File: src/rtl/pgd_pkg.sv
`timescale 1ns / 1ps
// ----------------------------------------------------------------------------
// pgd_pkg: shared types, constants and functions
// Holds the Gold code generator constants, the LFSR step functions and the
// types that travel between the descrambler modules.
// ----------------------------------------------------------------------------
package pgd_pkg;

    localparam int LFSR_W           = 18;
    localparam int SEQ_W            = 5;
    localparam int CNT_W            = 19;
    localparam int POS_W            = 10;
    localparam int CFG_ADDR_W       = 1;
    localparam int CFG_DATA_W       = 5;
    localparam int SAMPLE_WIDTH_DEF = 16;

    typedef logic [LFSR_W-1:0] lfsr_t;

    localparam lfsr_t LFSR_ONES = '1;
    localparam lfsr_t LFSR_ONE  = lfsr_t'(1);

    // Code index n = seq * SEQ_STEP; the shifted branch runs SHIFT_OFFSET further.
    localparam logic [CNT_W-1:0] SEQ_STEP     = 19'd10949;
    localparam logic [CNT_W-1:0] SHIFT_OFFSET = 19'd131072;

    localparam logic [POS_W-1:0] HDR_NORMAL = 10'd90;
    localparam logic [POS_W-1:0] HDR_VLSNR  = 10'd990;
    localparam logic [POS_W-1:0] POS_MAX    = 10'd1023;

    // Configuration register indexes.
    localparam logic [CFG_ADDR_W-1:0] REG_SCRAMBLER_SEQ = 1'b0;
    localparam logic [CFG_ADDR_W-1:0] REG_VL_SNR_MODE   = 1'b1;

    typedef enum logic [1:0] {
        ROT_0   = 2'd0,
        ROT_90  = 2'd1,
        ROT_180 = 2'd2,
        ROT_270 = 2'd3
    } rot_t;

    typedef struct packed {
        lfsr_t x_seed;
        lfsr_t x_shift_seed;
        lfsr_t y_shift_seed;
    } seeds_t;

    function automatic lfsr_t adv_x(input lfsr_t r);
        return {r[0] ^ r[7], r[LFSR_W-1:1]};
    endfunction

    function automatic lfsr_t adv_y(input lfsr_t r);
        return {r[0] ^ r[5] ^ r[7] ^ r[10], r[LFSR_W-1:1]};
    endfunction

endpackage

File: src/rtl/pgd_seed_gen.sv
`timescale 1ns / 1ps
// ----------------------------------------------------------------------------
// pgd_seed_gen: frame seed generator
// Holds the scrambling sequence number and walks the x and y LFSRs one step
// per cycle from their start values to capture the frame seeds.
// ----------------------------------------------------------------------------
module pgd_seed_gen (
    input  logic                           aclk,
    input  logic                           aresetn,
    input  logic                           seq_wr,
    input  logic [pgd_pkg::SEQ_W-1:0]      seq_wdata,
    output logic                           busy,
    output pgd_pkg::seeds_t                seeds
);
    import pgd_pkg::*;

    logic [SEQ_W-1:0] seq_reg;
    logic             busy_reg;
    logic [CNT_W-1:0] cnt_reg;
    lfsr_t            xr_reg;
    lfsr_t            yr_reg;
    seeds_t           seeds_reg;

    logic [CNT_W-1:0] n_steps;
    logic [CNT_W-1:0] n_end;

    assign n_steps = {{(CNT_W-SEQ_W){1'b0}}, seq_reg} * SEQ_STEP;
    assign n_end   = n_steps + SHIFT_OFFSET;

    always_ff @(posedge aclk) begin
        if (!aresetn) begin
            seq_reg  <= '0;
            busy_reg <= 1'b1;
            cnt_reg  <= '0;
            xr_reg   <= LFSR_ONE;
            yr_reg   <= LFSR_ONES;
        end else if (seq_wr) begin
            seq_reg  <= seq_wdata;
            busy_reg <= 1'b1;
            cnt_reg  <= '0;
            xr_reg   <= LFSR_ONE;
            yr_reg   <= LFSR_ONES;
        end else if (busy_reg) begin
            xr_reg  <= adv_x(xr_reg);
            yr_reg  <= adv_y(yr_reg);
            cnt_reg <= cnt_reg + 1'b1;
            if (cnt_reg == n_end) begin
                busy_reg <= 1'b0;
            end
        end
    end

    // The counter value equals the number of steps already taken.
    always_ff @(posedge aclk) begin
        if (busy_reg && !seq_wr) begin
            if (cnt_reg == n_steps) begin
                seeds_reg.x_seed <= xr_reg;
            end
            if (cnt_reg == n_end) begin
                seeds_reg.x_shift_seed <= xr_reg;
            end
            if (cnt_reg == SHIFT_OFFSET) begin
                seeds_reg.y_shift_seed <= yr_reg;
            end
        end
    end

    assign busy  = busy_reg;
    assign seeds = seeds_reg;

endmodule

File: src/rtl/pgd_code_gen.sv
`timescale 1ns / 1ps
// ----------------------------------------------------------------------------
// pgd_code_gen: Gold code and frame position tracker
// Keeps the four running LFSRs and the symbol position, and gives the
// rotation code for the word now at the input.
// ----------------------------------------------------------------------------
module pgd_code_gen (
    input  logic             aclk,
    input  logic             aresetn,
    input  pgd_pkg::seeds_t  seeds,
    input  logic             vl_snr_mode,
    input  logic             advance,
    input  logic             frame_end,
    output pgd_pkg::rot_t    rot
);
    import pgd_pkg::*;

    lfsr_t            x_reg, y_reg, xs_reg, ys_reg;
    lfsr_t            x_cur, y_cur, xs_cur, ys_cur;
    logic [POS_W-1:0] pos_reg;
    logic [POS_W-1:0] pos_next;
    logic [POS_W-1:0] hdr_len;
    logic             frame_start;
    logic             scrambled;

    assign frame_start = (pos_reg == '0);
    assign x_cur  = frame_start ? seeds.x_seed       : x_reg;
    assign y_cur  = frame_start ? LFSR_ONES          : y_reg;
    assign xs_cur = frame_start ? seeds.x_shift_seed : xs_reg;
    assign ys_cur = frame_start ? seeds.y_shift_seed : ys_reg;

    assign hdr_len   = vl_snr_mode ? HDR_VLSNR : HDR_NORMAL;
    assign scrambled = (pos_reg >= hdr_len);

    assign rot = scrambled ? rot_t'({xs_cur[0] ^ ys_cur[0], x_cur[0] ^ y_cur[0]}) : ROT_0;

    always_comb begin
        if (frame_end) begin
            pos_next = '0;
        end else if (pos_reg != POS_MAX) begin
            pos_next = pos_reg + 1'b1;
        end else begin
            pos_next = pos_reg;
        end
    end

    always_ff @(posedge aclk) begin
        if (!aresetn) begin
            pos_reg <= '0;
        end else if (advance) begin
            pos_reg <= pos_next;
        end
    end

    // The generators hold still through the header.
    always_ff @(posedge aclk) begin
        if (advance) begin
            x_reg  <= scrambled ? adv_x(x_cur)  : x_cur;
            y_reg  <= scrambled ? adv_y(y_cur)  : y_cur;
            xs_reg <= scrambled ? adv_x(xs_cur) : xs_cur;
            ys_reg <= scrambled ? adv_y(ys_cur) : ys_cur;
        end
    end

endmodule

File: src/rtl/pgd_rotator.sv
`timescale 1ns / 1ps
// ----------------------------------------------------------------------------
// pgd_rotator: quarter-turn symbol rotator
// Rotates one complex sample by a multiple of 90 degrees, with the negation
// of the most negative value saturating to the largest positive value.
// ----------------------------------------------------------------------------
module pgd_rotator #(
    parameter int SAMPLE_WIDTH = pgd_pkg::SAMPLE_WIDTH_DEF
) (
    input  logic signed [SAMPLE_WIDTH-1:0] in_i,
    input  logic signed [SAMPLE_WIDTH-1:0] in_q,
    input  pgd_pkg::rot_t                  rot,
    output logic signed [SAMPLE_WIDTH-1:0] out_i,
    output logic signed [SAMPLE_WIDTH-1:0] out_q
);
    import pgd_pkg::*;

    localparam logic [SAMPLE_WIDTH-1:0] S_MIN = {1'b1, {(SAMPLE_WIDTH-1){1'b0}}};
    localparam logic [SAMPLE_WIDTH-1:0] S_MAX = {1'b0, {(SAMPLE_WIDTH-1){1'b1}}};

    logic signed [SAMPLE_WIDTH-1:0] neg_i, neg_q;

    assign neg_i = (in_i == S_MIN) ? S_MAX : -in_i;
    assign neg_q = (in_q == S_MIN) ? S_MAX : -in_q;

    always_comb begin
        case (rot)
            ROT_90: begin
                out_i = in_q;
                out_q = neg_i;
            end
            ROT_180: begin
                out_i = neg_i;
                out_q = neg_q;
            end
            ROT_270: begin
                out_i = neg_q;
                out_q = in_i;
            end
            default: begin
                out_i = in_i;
                out_q = in_q;
            end
        endcase
    end

endmodule

File: src/rtl/pl_gold_descrambler_top.sv
`timescale 1ns / 1ps
// ----------------------------------------------------------------------------
// pl_gold_descrambler_top: physical layer Gold code descrambler
// Passes the frame header through and rotates every later symbol by the
// quarter turn picked from a pair of Gold sequences.
//
//   Channel   Direction  Handshake         Payload
//   s_        in         tvalid / tready   tdata = {q, i}, tlast = frame end
//   m_        out        tvalid / tready   tdata = {q, i}, tlast = frame end
//   cfg_      in         cfg_we            cfg_addr, cfg_wdata
//
// One word per cycle while s_tready is high; a word appears on m_ in the
// cycle after it is accepted. After reset, and after each write of
// scrambler_seq, the seed generator steps its LFSRs once a cycle, with
// s_tready low, until it has captured the shifted x seed.
// A stalled output word holds s_tready low; the next input word can be
// taken in the same cycle as it leaves. Reset is synchronous and active low.
// ----------------------------------------------------------------------------
module pl_gold_descrambler_top #(
    parameter int SAMPLE_WIDTH = pgd_pkg::SAMPLE_WIDTH_DEF,
    localparam int TDATA_W     = ((2 * SAMPLE_WIDTH + 7) / 8) * 8
) (
    input  logic                            aclk,
    input  logic                            aresetn,
    input  logic                            s_tvalid,
    output logic                            s_tready,
    input  logic [TDATA_W-1:0]              s_tdata,   // in_i, in_q
    input  logic                            s_tlast,
    output logic                            m_tvalid,
    input  logic                            m_tready,
    output logic [TDATA_W-1:0]              m_tdata,   // out_i, out_q
    output logic                            m_tlast,
    input  logic                            cfg_we,
    input  logic [pgd_pkg::CFG_ADDR_W-1:0]  cfg_addr,
    input  logic [pgd_pkg::CFG_DATA_W-1:0]  cfg_wdata
);
    import pgd_pkg::*;

    logic                           seed_busy;
    seeds_t                         seeds;
    logic                           vl_snr_reg;
    logic                           in_accept;
    rot_t                           rot;
    logic signed [SAMPLE_WIDTH-1:0] in_i, in_q;
    logic signed [SAMPLE_WIDTH-1:0] rot_i, rot_q;
    logic                           m_valid_reg;
    logic signed [SAMPLE_WIDTH-1:0] out_i_reg, out_q_reg;
    logic                           out_last_reg;

    assign in_i = s_tdata[SAMPLE_WIDTH-1:0];
    assign in_q = s_tdata[2*SAMPLE_WIDTH-1:SAMPLE_WIDTH];

    assign s_tready  = !seed_busy && (!m_valid_reg || m_tready);
    assign in_accept = s_tvalid && s_tready;

    always_ff @(posedge aclk) begin
        if (!aresetn) begin
            vl_snr_reg <= 1'b0;
        end else if (cfg_we && cfg_addr == REG_VL_SNR_MODE) begin
            vl_snr_reg <= cfg_wdata[0];
        end
    end

    pgd_seed_gen u_seed_gen (
        .aclk      (aclk),
        .aresetn   (aresetn),
        .seq_wr    (cfg_we && cfg_addr == REG_SCRAMBLER_SEQ),
        .seq_wdata (cfg_wdata[SEQ_W-1:0]),
        .busy      (seed_busy),
        .seeds     (seeds)
    );

    pgd_code_gen u_code_gen (
        .aclk        (aclk),
        .aresetn     (aresetn),
        .seeds       (seeds),
        .vl_snr_mode (vl_snr_reg),
        .advance     (in_accept),
        .frame_end   (s_tlast),
        .rot         (rot)
    );

    pgd_rotator #(
        .SAMPLE_WIDTH (SAMPLE_WIDTH)
    ) u_rotator (
        .in_i  (in_i),
        .in_q  (in_q),
        .rot   (rot),
        .out_i (rot_i),
        .out_q (rot_q)
    );

    always_ff @(posedge aclk) begin
        if (!aresetn) begin
            m_valid_reg <= 1'b0;
        end else if (in_accept) begin
            m_valid_reg <= 1'b1;
        end else if (m_tready) begin
            m_valid_reg <= 1'b0;
        end
    end

    always_ff @(posedge aclk) begin
        if (in_accept) begin
            out_i_reg    <= rot_i;
            out_q_reg    <= rot_q;
            out_last_reg <= s_tlast;
        end
    end

    assign m_tvalid = m_valid_reg;
    assign m_tdata  = TDATA_W'({out_q_reg, out_i_reg});
    assign m_tlast  = out_last_reg;

endmodule

File: config.mk
export PLATFORM = sky130hd
export DESIGN_NAME = pl_gold_descrambler_top
export DESIGN_NICKNAME = d
export VERILOG_FILES = /design/src/rtl/pgd_pkg.sv /design/src/rtl/pgd_seed_gen.sv /design/src/rtl/pgd_code_gen.sv /design/src/rtl/pgd_rotator.sv /design/src/rtl/pl_gold_descrambler_top.sv
export SDC_FILE = /design/constraint.sdc
export NUM_CORES = 1
export LEC_CHECK = 0
export ABC_AREA = 0
export BUFFER_PORTS_ARGS = -buffer_cell sky130_fd_sc_hd__buf_2
export CORE_MARGIN = 5
export CORE_UTILIZATION = 65
export DETAILED_ROUTE_END_ITERATION = 16
export PLACE_DENSITY = 0.83
export SLEW_MARGIN = 0
export SYNTH_ARGS = -nofsm -noshare
export SYNTH_HDL_FRONTEND = slang
export SYNTH_SLANG_ARGS = --single-unit
File: constraint.sdc
create_clock -name aclk -period 44.4 [get_ports aclk]
set_input_delay 13.32 -clock aclk [delete_from_list [all_inputs] [get_ports aclk]]
set_output_delay 13.32 -clock aclk [all_outputs]
set_load 0.05 [all_outputs]
==> impl_metrics.yaml <==
run_status:
  status: "finished, final reports clean"
routing:
  antenna_left: 0
  first_pass_iters: 5
  route.detailed.drc: 0
  drt-wirelength-per-cell_um: 17.9
  vias_per_cell: 6.16
  wl_um: 27300
  drtIter0Drc: 629
  vias: 9420
power_and_ir_drop:
  power.density_nw_per_um2: 34.1
  cellLeakagePower_nw: 5.94
  p_total_w: 0.000479
  peakVddDrop_mv: 0.0396
cells_and_area:
  finalCoreUtilization_pct: 74.4
  fin_nets: 1333
  fillers: 1350
  largest_register_ffs: 54
  drive_above_1_share_pct: 12.3
  synthToLayoutAreaGrowth_pct: 11.7
clocking:
  ctsHoldBuffers: 0
  cts_buffer_depth: 3
  cts_tree: "done"
  clkTransAtPathRegs_ns: 0.06
  htreeDepth: 1
  root_buffer: "clkbuf_16"
  clkLatencyLatePin_ns: 0.51
  postCtsSetupBuffers: 0
  cts_resized: 0
  numCtsBuffers: 24
  clock_sinks: 232
synthesis:
  seq_area_frac_synth_pct: 49.6
  synth_cell_types: 74
  avgSynthCellArea_um2: 10.6
  syn_nets: 1276
  synth-seq-cells: 232
  async_flop_share_pct: 0
  syn-instance-count: 1192
  ys.flop_type: "edfxtp_1"
  synth_area_um2: 12600
  synth_edf_count: 159
  synth_warnings: 0
timing:
  skew_ns: 0.00957
  fin_setup_tns_ns: 0
  timing.final.crit_period_ns: 27.25
  worst_slew_pin_slew_ns: 1.24
  rsz0062_at_grt: "false"
  setup_viol_count_final: 0
  slew_headroom_pct: 17.0
  finalHoldViolCount: 0
  period_share_pct: 61.4
  drv_slew: 0
  max_freq_mhz: 36.7
global_routing:
  overflow: 0
  grt.total_usage_pct: 24.7
  grt_max_degree: 79
  grt_pass1_wl_um: 45600
  grt_pass1_vias: 9212
  antenna_found_initial: 1
critical_path:
  required_ns: 31.08
  critical_path.max_fanout: 3
  crit_path_start_kind: "primary input"
  r2r_start: "u_seed_gen.seq_reg[1]"
  end_kind: "primary output"
  cp-endpoint: "s_tready"
  r2r_slack_ns: 40.18
  rr_worst_depth: 13
  r2r-end: "u_seed_gen.seeds[48]"
  worstSetupStartpoint: "m_tready"
  arrival_ns: 13.93
  critPathKind: "in2out"
die:
  rows: 50
  chipHeight_um: 149
  dieArea_um2: 22200
  io_pins: 79
  start_util_pct: 66.6
  die_w_um: 149
  core_um2: 18900
placed_design:
  dpl.hpwl_um: 18200
  port_buffers: 78
  gp_congestion: 0.968
hold_path:
  worstHoldPathType: "reg2reg"
run:
  drv_cap: 0
==> synth_stat cells (all sizes together) (7+ instances only) <==
master | number | share of area [%]
nor2 | 110 | 3.3
edfxtp | 159 | 38
o22ai | 10 | 0.50
nor4 | 16 | 0.94
and3 | 12 | 0.60
nor3 | 24 | 1.1
or3 | 13 | 0.65
a31oi | 20 | 0.99
nand2 | 135 | 4.0
nand4 | 14 | 0.70
clkbuf | 21 | 0.63
o21ai | 30 | 1.2
buf | 40 | 1.5
xor2 | 33 | 2.3
dfxtp | 73 | 12
o211ai | 7 | 0.42
a21oi | 65 | 2.6
mux2i | 145 | 12
xnor2 | 43 | 3.0
a211oi | 14 | 0.95
inv | 27 | 0.81
nand3 | 43 | 1.7
ha | 34 | 3.4
==> stage by stage <==
stage	hold slack [ns]	setup slack [ns]	instances	cell area (um2)
final	0.463	17.15	1528	14100
after global routing	0.486	17.11	1528	14100
after CTS	0.461	17.16	1527	14000
after detailed placement	0.443	17.16	1483	13200
after global placement	0.445	17.20	1483	13200
after floorplan	0.425	17.06	1192	12600
==> layout by cell type (no fill, tap or decap), types with 6 or more instances in the layout <==
| cell type | synthesis | layout |
|---|---|---|
| a211oi_1 | 11 | 11 |
| a21boi_0 | 6 | 6 |
| a21oi_1 | 64 | 64 |
| a31oi_1 | 20 | 20 |
| and3_1 | 12 | 11 |
| buf_2 | 29 | 78 |
| buf_4 | 0 | 14 |
| bufinv_16 | 0 | 6 |
| clkbuf_16 | 0 | 25 |
| dfxtp_1 | 73 | 72 |
| edfxtp_1 | 159 | 159 |
| fa_1 | 6 | 6 |
| ha_1 | 34 | 34 |
| inv_1 | 27 | 27 |
| mux2i_1 | 145 | 145 |
| nand2_1 | 135 | 135 |
| nand2b_1 | 6 | 6 |
| nand3_1 | 43 | 43 |
| nand4_1 | 14 | 14 |
| nor2_1 | 108 | 108 |
| nor3_1 | 21 | 21 |
| nor4_1 | 13 | 12 |
| o211ai_1 | 7 | 7 |
| o21ai_0 | 28 | 28 |
| o22ai_1 | 10 | 10 |
| or3_1 | 13 | 13 |
| xnor2_1 | 43 | 43 |
| xor2_1 | 33 | 33 |
==> final cells by class <==
type | count | area [um2] | area share, %
Timing Repair Buffer | 92 | 495 | 3.53
Tap cell | 260 | 325 | 2.32
Clock buffer | 31 | 668 | 4.75
Inverter | 27 | 101 | 0.721
Antenna cell | 1 | 2.50 | 0.0178
Multi-Input combinational cell | 872 | 6010 | 42.7
Sequential cell | 232 | 6240 | 44.4
Clock inverter | 13 | 215 | 1.53
==> worst max-delay path, cell delays in order <==
cell and delay, ns:
buf_2 0.10, nor2b_1 0.23, nor2_1 0.06, buf_2 0.21
==> cell families after synthesis <==
family          share of synthesized area [%]
simple gates                             15.5
flops                                    49.6
compound gates                           10.5
mux                                      11.8
buf+inv                                  2.97
xor+xnor                                 5.29
fa+ha+maj                                4.34
==> layer usage <==
metal,GRT usage (%),share of wire [%],vias up
met5,0,0,-
met4,8.42,3.1,0
met3,3.22,6.2,66
met2,41.4,47,341
met1,33.4,44,4487
li1,-,-,4526
==> report_power, final <==
part / total (W) / internal [W] / switching, W / leakage (nW)
Sequential: 0.000231 / 0.000230 / 0.00000127 / 1.96
Combinational: 0.0000257 / 0.00000997 / 0.0000157 / 3.54
Clock: 0.000222 / 0.000141 / 0.0000813 / 0.433
Total: 0.000479 / 0.000381 / 0.0000983 / 5.94
==> worst min-delay path by stage <==
stage | startpoint | cells after the start | slack, ns | to
finish | u_seed_gen.yr_reg[15] | 0 | 0.46 | u_seed_gen.seeds[15]
global route | u_seed_gen.yr_reg[4] | 0 | 0.49 | u_seed_gen.seeds[4]
CTS | u_seed_gen.yr_reg[1] | 0 | 0.46 | u_seed_gen.seeds[1]
detailed placement | u_seed_gen.yr_reg[17] | 0 | 0.44 | u_seed_gen.seeds[17]
global placement | u_seed_gen.yr_reg[13] | 0 | 0.44 | u_seed_gen.seeds[13]
floorplan | u_seed_gen.yr_reg[17] | 0 | 0.42 | u_seed_gen.seeds[17]
Note: power is estimated with default switching activity, not from simulation.
